## src/hdl/ilid_pkg.sv

```systemverilog
// shared types and constants for the indexed list insert/delete block
// no dependencies; imported by ilid_decode and indexed_list_insert_delete
package ilid_pkg;

    typedef enum logic [2:0] {
        CMD_READ   = 3'd0,
        CMD_HEAD   = 3'd1,
        CMD_TAIL   = 3'd2,
        CMD_BEFORE = 3'd3,
        CMD_DELETE = 3'd4
    } cmd_e;

    typedef enum logic [1:0] {
        ST_DONE   = 2'd0,
        ST_BADPOS = 2'd1,
        ST_FULL   = 2'd2
    } status_e;

    localparam int COUNT_W = 7;
    localparam int DATA_W  = 32;
    localparam int POS_W   = 16;

    localparam logic [DATA_W-1:0] MISS_VALUE = '1;

    typedef struct packed {
        logic [2:0]              command;
        logic signed [POS_W-1:0] position;
        logic signed [DATA_W-1:0] value;
    } cmd_word_t;

    typedef struct packed {
        logic signed [DATA_W-1:0] read_value;
        logic [1:0]               status;
        logic [COUNT_W-1:0]       count;
    } rsp_word_t;

    // decoded action for one command word
    typedef struct packed {
        logic    ins;
        logic    del;
        logic    rd_hit;
        logic    rd_miss;
        status_e status;
    } ctl_t;

endpackage

```

## src/hdl/ilid_decode.sv

```systemverilog
// command decode: range and capacity checks and the target index
// depends on ilid_pkg
module ilid_decode
    import ilid_pkg::*;
#(
    parameter int CAPACITY = 64
)
(
    input  cmd_word_t                      word,
    input  logic [$clog2(CAPACITY+1)-1:0]  length,
    output ctl_t                           ctl,
    output logic [$clog2(CAPACITY)-1:0]    idx
);

    localparam int LW = $clog2(CAPACITY + 1);
    localparam int IW = $clog2(CAPACITY);
    localparam int CW = (LW > POS_W - 1) ? LW : POS_W - 1;

    logic          pos_neg;
    logic [CW-1:0] pos_mag;
    logic [CW-1:0] len_ext;
    logic          in_range;
    logic          past_end;
    logic          pos_above_zero;
    logic          full;

    assign pos_neg        = word.position[POS_W-1];
    assign pos_mag        = CW'(word.position[POS_W-2:0]);
    assign len_ext        = CW'(length);
    assign in_range       = !pos_neg && (pos_mag < len_ext);
    assign past_end       = !pos_neg && (pos_mag > len_ext);
    assign pos_above_zero = !pos_neg && (pos_mag != '0);
    assign full           = (len_ext == CW'(CAPACITY));

    always_comb
    begin
        ctl.ins     = 1'b0;
        ctl.del     = 1'b0;
        ctl.rd_hit  = 1'b0;
        ctl.rd_miss = 1'b0;
        ctl.status  = ST_DONE;
        idx         = pos_mag[IW-1:0];
        unique case (cmd_e'(word.command))
            CMD_READ:
            begin
                if (in_range)
                begin
                    ctl.rd_hit = 1'b1;
                end
                else
                begin
                    ctl.rd_miss = 1'b1;
                    ctl.status  = ST_BADPOS;
                end
            end
            CMD_HEAD:
            begin
                idx = '0;
                if (full)
                begin
                    ctl.status = ST_FULL;
                end
                else
                begin
                    ctl.ins = 1'b1;
                end
            end
            CMD_TAIL:
            begin
                // only used when not full, so length fits the index
                idx = length[IW-1:0];
                if (full)
                begin
                    ctl.status = ST_FULL;
                end
                else
                begin
                    ctl.ins = 1'b1;
                end
            end
            CMD_BEFORE:
            begin
                idx = pos_above_zero ? pos_mag[IW-1:0] : '0;
                priority if (past_end)
                begin
                    ctl.status = ST_BADPOS;
                end
                else if (full)
                begin
                    ctl.status = ST_FULL;
                end
                else
                begin
                    ctl.ins = 1'b1;
                end
            end
            CMD_DELETE:
            begin
                if (in_range)
                begin
                    ctl.del = 1'b1;
                end
                else
                begin
                    ctl.status = ST_BADPOS;
                end
            end
            default:
            begin
                ctl.status = ST_DONE;
            end
        endcase
    end

endmodule
```

## config.mk

```make
export PLATFORM = sky130hd
export DESIGN_NAME = ilid_decode
export DESIGN_NICKNAME = d
export VERILOG_FILES = /design/src/hdl/ilid_pkg.sv /design/src/hdl/ilid_decode.sv
export SDC_FILE = /design/constraint.sdc
export NUM_CORES = 1
export LEC_CHECK = 0
export ABC_AREA = 0
export BUFFER_PORTS_ARGS = -buffer_cell sky130_fd_sc_hd__buf_4
export CORE_MARGIN = 3
export CORE_UTILIZATION = 30
export DETAILED_ROUTE_END_ITERATION = 8
export GPL_TIMING_DRIVEN = 0
export PLACE_DENSITY = 0.77
export SETUP_SLACK_MARGIN = 0.4
export SLEW_MARGIN = 20
export SYNTH_ARGS = -nofsm -noshare
export SYNTH_HDL_FRONTEND = slang
export SYNTH_SLANG_ARGS = --single-unit
```

## constraint.sdc

```tcl
create_clock -name vclk -period 2.9
set_clock_uncertainty 0.2 [all_clocks]
set_input_delay 0.29 -clock vclk [all_inputs]
set_output_delay 0.29 -clock vclk [all_outputs]
set_load 0.05 [all_outputs]
```

==> results of run 1 <==
[layer usage]
metal	vias up	wire length, um	track usage (%)
met5	-	0	0
met4	0	0	0
met3	0	136	0.383
met2	24	767	25.7
met1	302	747	20.7
li1	358	-	-
[power breakdown]
group / switching (W) / internal, W
combinational: 0.0000862 / 0.0000574
sequential: 0 / 0
clock: 0 / 0
total: 0.0000862 / 0.0000574
[what timing repair did]
item | in CTS | in global routing
endpoints found under the setup margin | 0 | 3
endpoints found under the hold margin | 0 | 0
gates resized for setup | 0 | 2
[worst max-delay path, stage by stage]
cell and delay [ps]:
buf_4 110, inv_1 100, ha_1 280, a21oi_2 120, a21boi_1 90, or3_4 400, a2111oi_4 310, buf_6 200
[how the worst max path moves through the flow]
stage	from	to	slack (ps)	depth (start not counted)
2_1_floorplan	length[5]	ctl[5]	400	6
3_3_place_gp	length[5]	ctl[1]	500	8
3_5_place_dp	length[5]	ctl[1]	470	8
4_1_cts	length[5]	ctl[1]	470	8
5_1_grt	length[5]	ctl[4]	400	8
6_report	length[5]	ctl[1]	500	8
[layout make-up]
type | count | area (sq um) | area share [%]
Multi-Input combinational cell | 60 | 459 | 56.2
Inverter | 13 | 48.8 | 5.97
Timing Repair Buffer | 37 | 282 | 34.5
Tap cell | 16 | 20.0 | 2.45
Buffer | 2 | 7.51 | 0.919
[synthesized netlist by cell type, drive strengths merged]
| master | n | share of area, % |
|---|---|---|
| clkbuf | 2 | 1.5 |
| nor3 | 4 | 4.0 |
| a2111oi | 1 | 5.4 |
| nor2 | 5 | 3.7 |
| or4 | 1 | 1.5 |
| o22ai | 4 | 4.9 |
| or2 | 1 | 1.2 |
| nand2 | 3 | 2.2 |
| nor4 | 5 | 12 |
| a22oi | 3 | 4.4 |
| nand3 | 3 | 3.0 |
| or3 | 1 | 2.2 |
| o21ai | 4 | 4.0 |
| nand4 | 3 | 3.7 |
| a21boi | 1 | 1.5 |
| and3 | 2 | 2.5 |
| a21oi | 8 | 7.9 |
| ha | 7 | 17 |
| o31a | 1 | 1.7 |
| nand3b | 2 | 3.7 |
| a32o | 1 | 2.0 |
| inv | 13 | 9.6 |
[layout by cell type (no fill, tap or decap)]
cell / n
o31a_1: 1
nor2_1: 5
nor3_1: 3
nor4_4: 2
or4_1: 1
nor3_2: 1
or3_4: 1
nand3b_1: 1
o21ai_1: 2
a32o_1: 1
a21boi_1: 1
inv_2: 1
a21oi_1: 7
nand3_1: 3
and3_1: 2
buf_4: 36
nand4_1: 3
a2111oi_4: 1
inv_1: 12
o22ai_1: 4
nand2_1: 3
o21ai_0: 2
or2_1: 1
nand3b_2: 1
nor4_1: 3
a21oi_2: 1
a22oi_1: 3
buf_6: 1
ha_1: 7
clkbuf_1: 2
[cell families (layout without fill, tap and decap cells)]
| group | count (synthesis) | after routing |
|---|---|---|
| buffers and inverters | 15 | 52 |
| AO/OA/AOI/OAI | 23 | 23 |
| adder cells (fa/ha/maj) | 7 | 7 |
| AND/OR/NAND/NOR | 30 | 30 |
[per-stage QoR]
stage	hold slack [ps]	setup slack, ps	power, W	instances	area [sq um]
floorplan	611	402	0.0000812	75	512
global placement	798	503	0.000140	128	810
detailed placement	807	470	0.000142	128	810
CTS	807	474	0.000143	128	810
global route	832	400	0.000155	128	817
finish	811	499	0.000144	128	817
==> results.toml, run 1 <==
[timing]
final-setup-viol-count = 0
finalMaxSlewViolations = 0
period_share_pct = 82.8
rsz0062_at_grt = "false"
hold_viol_final = 0
period_needed_ps = 2400
clock.fmax_mhz = 416
max-slew-margin-rel_pct = 64.0
tns_ps = 0
tightest_slew_ps = 535

[cells_and_area]
syn_to_final_growth_pct = 61.2
fillCellCount = 164
diodes = 0
drive_gt1_share_pct = 40.2
seq_area_sq_um = 0
post-route-util_pct = 53.0
fin_nets = 179
clock_buffers = 0
seq_cell_count = 0

[synth]
synth-compound-area-share_pct = 31.9
syn_area_sq_um = 507
yosysUniqueCellTypes = 26
postSynthCellCount = 75
syn_nets = 140
synth_area_per_cell_sq_um = 6.76
synth_mux_area_share_pct = 0
synth_xor_area_share_pct = 0
synth_top_family_by_area = "simple AND/OR/NAND/NOR gates"
synth_simple_gate_area_share_pct = 39.8
seq_area_frac_synth_pct = 0
synth_warnings = 0
synthAdderAreaFrac_pct = 17.3

[worst_hold_path]
min_delay_path_depth = 4
worstHoldStart = "word[32]"
min_path_type = "input pin to output port"
hold_end = "idx[0]"

[die]
placement_rows = 14
die_area_sq_mm = 0.00222
die_h_um = 47.1
die_w_um = 47.1
core_area_sq_mm = 0.00154
initial_core_util_pct = 32.9
ios = 70

[route]
num_vias = 684
drt-wirelength-per-cell_um = 12.9
drtIter0Drc = 7
antenna_left = 0
first_pass_iters = 4
route.detailed.drc = 0
wirelength_mm = 1.65
viasPerCell = 5.34

[pwr]
leakagePower_nw = 0.398
power_density_mw_per_mm2 = 176
irDropWorstVdd_uv = 104

[cts]
cts_setup_buffers = 0
postCtsHoldBufs = 0

[outcome]
status = "finished clean"

[critical_path]
cp_max_fo = 3
critical_path_arrival_ps = 1910
crit_type = "input pin to output port"
crit_required_ps = 2410
cp-end-kind = "output port"
startpoint_type = "input pin"

[run]
max_cap_viol_count = 0

[global_route]
antenna_found_initial = 0
grt_pass1_vias = 616
overflow = 0
grt_pass1_wl_mm = 2.48
grt_max_degree = 11
track_usage_pct = 14.5

[placement]
port_buffers = 37
gp_congestion = 0.826
dp_hpwl_mm = 1.45
(Power assumes the default switching activity.)
==> run 2: changes to the inputs <==
Settings changed: CORE_UTILIZATION 30 to 29, PLACE_DENSITY 0.77 to 0.78.
Clock period 2.9 ns to 2 ns, I/O delays scaled along.
==> results.toml, run 2 (synthesis results as in run 1) <==
[cells_and_area]
diodes = 0
layout_common_cells = "32 x buf_4, 11 x buf_6, 9 x inv_1, 5 x ha_4"
fillCellCount = 122
final_cell_area_sq_mm = 0.00113
seq_cell_count = 0
final_common_cell = "buf_4"
fin_nets = 187
seq_area_sq_um = 0
drive_gt1_share_pct = 66.7
post-route-util_pct = 72.0
clock_buffers = 0
syn_to_final_growth_pct = 124

[timing]
finalWorstSetupSlack_ps = -153
final-setup-viol-count = 5
clock.fmax_mhz = 464
period_needed_ps = 2150
whs_ps = 616
hold_viol_final = 0
finalMaxSlewViolations = 0
max-slew-margin-rel_pct = 76.0
tightest_slew_ps = 357
rsz0062_at_grt = "true"
period_share_pct = 108

[run]
max_cap_viol_count = 0

[route]
first_pass_iters = 4
drt-wirelength-per-cell_um = 15.3
wirelength_mm = 2.08
viasPerCell = 5.86
antenna_left = 0
drtIter0Drc = 17
num_vias = 797
route.detailed.drc = 0

[global_route]
track_usage_pct = 18.5
grt_pass1_wl_mm = 3.11
grt_max_degree = 11
grt_pass1_vias = 721
antenna_found_initial = 0
overflow = 0

[die]
initial_core_util_pct = 32.1
core_area_sq_mm = 0.00158
placement_rows = 14
die_h_um = 47.8
ios = 70
die_area_sq_mm = 0.00228
die_w_um = 47.8

[placement]
port_buffers = 37
gp_congestion = 0.813
place_area_sq_um = 968
dp_hpwl_mm = 1.57

[critical_path]
startpoint_type = "input pin"
critical_path_arrival_ps = 1750
cp_max_fo = 3
crit_type = "input pin to output port"
crit_required_ps = 1600
cp-end-kind = "output port"

[outcome]
violations = "negative setup slack"
status = "finished, violations left"

[worst_hold_path]
min_path_type = "input pin to output port"

[pwr]
power_density_mw_per_mm2 = 256
leakagePower_nw = 0.506
irDropWorstVdd_uv = 178

[cts]
postCtsHoldBufs = 0
-- run 2: cell count changes in the layout (fill, tap and decap cells not counted), moves of 3 or more --
cell / change
o22ai_4: +4
ha_4: +5
inv_1: -3
o22ai_1: -4
buf_6: +10
a21oi_2: +3
buf_4: -4
ha_1: -5
a21oi_1: -4
-- run 2: where the power goes --
part / total (W) / internal, W / leakage, nW / switching [W]
combinational: 0.000290 / 0.000131 / 0.506 / 0.000160
sequential: 0 / 0 / 0 / 0
clock: 0 / 0 / 0 / 0
total: 0.000290 / 0.000131 / 0.506 / 0.000160
-- run 2: layout make-up --
cell class	count	area [sq um]	share of cell area [%]
multi-input combinational	60	647	57.0
timing repair buffer	45	399	35.2
inverter	13	56.3	4.96
tap	16	20.0	1.76
buffer	2	12.5	1.10
-- run 2: per-layer routing --
metal	vias to the layer above	share of wire, %	track usage, %
li1	376	-	-
met4	0	1.7	3.23
met3	4	5.2	0.376
met5	-	0	0
met1	379	38	23.3
met2	38	55	34.8
-- run 2: critical path, cell delays in order --
cell and delay, ps:
buf_6 100, nor4_4 370, nand3b_4 120, or3_4 440, a2111oi_4 320, buf_6 210
-- run 2: repair_timing --
item	CTS	global route
buffers inserted	4	4
pin swaps	11	4
gates resized for setup	15	7
setup endpoints to repair	12	11
-- run 2: final timing paths --
path | startpoint | to | slack (ps) | depth (start not counted)
max | word[46] | ctl[1] | -150 | 6
min | word[32] | idx[0] | 620 | 4
-- run 2: stage by stage --
stage	setup TNS [ps]	worst slack [ps]	total power [W]	std cells
finish	-588	-153	0.000290	136
global route	-865	-197	0.000309	136
CTS	-306	-127	0.000274	132
detailed placement	-665	-219	0.000252	128
global placement	-619	-207	0.000245	128
floorplan	-206	-206	0.000155	75
==> run 3: changes to the inputs <==
Settings changed: CELL_PAD_IN_SITES_DETAIL_PLACEMENT set to 0, CELL_PAD_IN_SITES_GLOBAL_PLACEMENT set to 1, CORE_UTILIZATION 29 to 17.
==> results.toml, run 3 (synthesis results as in run 1) <==
[global_route]
grt_pass1_wl_mm = 3.13
track_usage_pct = 10.8
grt_pass1_vias = 714
grt_max_degree = 11
overflow = 0
antenna_found_initial = 0

[timing]
period_share_pct = 108
period_needed_ps = 2160
whs_ps = 617
clock.fmax_mhz = 463
final-setup-viol-count = 6
rsz0062_at_grt = "true"
tns_ps = -430
tightest_slew_ps = 390
hold_viol_final = 0
finalMaxSlewViolations = 0
finalWorstSetupSlack_ps = -162
max-slew-margin-rel_pct = 73.8

[cells_and_area]
diodes = 0
fin_nets = 188
final_common_cell = "buf_4"
clock_buffers = 0
syn_to_final_growth_pct = 141
drive_gt1_share_pct = 69.4
seq_area_sq_um = 0
fillCellCount = 273
layout_common_cells = "25 x buf_4, 19 x buf_6, 6 x inv_1, 6 x ha_4"
final_cell_area_sq_mm = 0.00122
post-route-util_pct = 43.6
multiInputGateArea_sq_um = 673
seq_cell_count = 0

[die]
initial_core_util_pct = 18.1
placement_rows = 19
die_h_um = 60.6
die_w_um = 60.6
ios = 70
die_area_sq_mm = 0.00367
core_area_sq_mm = 0.00281

[route]
first_pass_iters = 4
num_vias = 752
drt-wirelength-per-cell_um = 13.5
antenna_left = 0
drtIter0Drc = 27
viasPerCell = 4.95
wirelength_mm = 2.05
route.detailed.drc = 0

[critical_path]
startpoint_type = "input pin"
critical_path_arrival_ps = 1760
cp-end-kind = "output port"
crit_type = "input pin to output port"
crit_required_ps = 1600
cp_max_fo = 4

[outcome]
status = "finished, violations left"
violations = "negative setup slack"

[pwr]
irDropWorstVdd_uv = 115
finalPower_w = 0.000305
power_density_mw_per_mm2 = 249
leakagePower_nw = 0.518

[run]
max_cap_viol_count = 0

[placement]
port_buffers = 37
dp_hpwl_mm = 1.62
gp_congestion = 0.729
place_area_sq_um = 987

[worst_hold_path]
min_path_type = "input pin to output port"
[run 3: cell types whose count changed in the layout (fill, tap and decap cells not counted)]
cell / delta
a32o_2: -1
inv_4: +2
a21oi_2: -2
inv_1: -3
a32o_1: +1
buf_6: +8
ha_4: +1
inv_2: +1
buf_4: -7
a21oi_4: +2
ha_1: -1
[run 3: layout make-up]
class,instances,share of cell area [%]
multi-input cells,60,55.1
inverters,13,5.02
plain buffers,2,1.02
well taps,31,3.17
repair buffers,46,35.7
[run 3: worst paths after layout]
path / startpoint / end / slack, ps / depth (start not counted)
worst max-delay path: word[33] / ctl[1] / -160 / 7
worst min-delay path: word[32] / idx[0] / 620 / 4
[run 3: power breakdown]
group / leakage (nW) / switching (W) / internal (W)
clock: 0 / 0 / 0
combinational: 0.518 / 0.000163 / 0.000142
sequential: 0 / 0 / 0
total: 0.518 / 0.000163 / 0.000142
[run 3: metal layers]
layer  track usage (%)  up-vias  wire, um
met3             0.638        0       102
met5                 0        -         0
met4                 0        0         0
met2              22.0       20      1140
met1              12.9      351       807
li1                  -      381         -
[run 3: worst max-delay path, stage by stage]
cell and delay (ps):
buf_4 140, ha_4 240, nand3b_1 110, a21oi_2 80, or3_4 420, a2111oi_4 370, buf_6 210
[run 3: stage by stage]
step	instances	worst slack, ps
2_1_floorplan	75	-206
3_3_place_gp	143	-200
3_5_place_dp	143	-245
4_1_cts	146	-162
5_1_grt	152	-209
6_report	152	-162
[run 3: timing repair]
| item | in CTS | in global routing |
|---|---|---|
| hold buffers | 0 | 0 |
| resized for setup | 16 | 21 |
| setup endpoints to repair | 12 | 11 |
| buffers inserted | 3 | 6 |
| pin swaps | 10 | 12 |
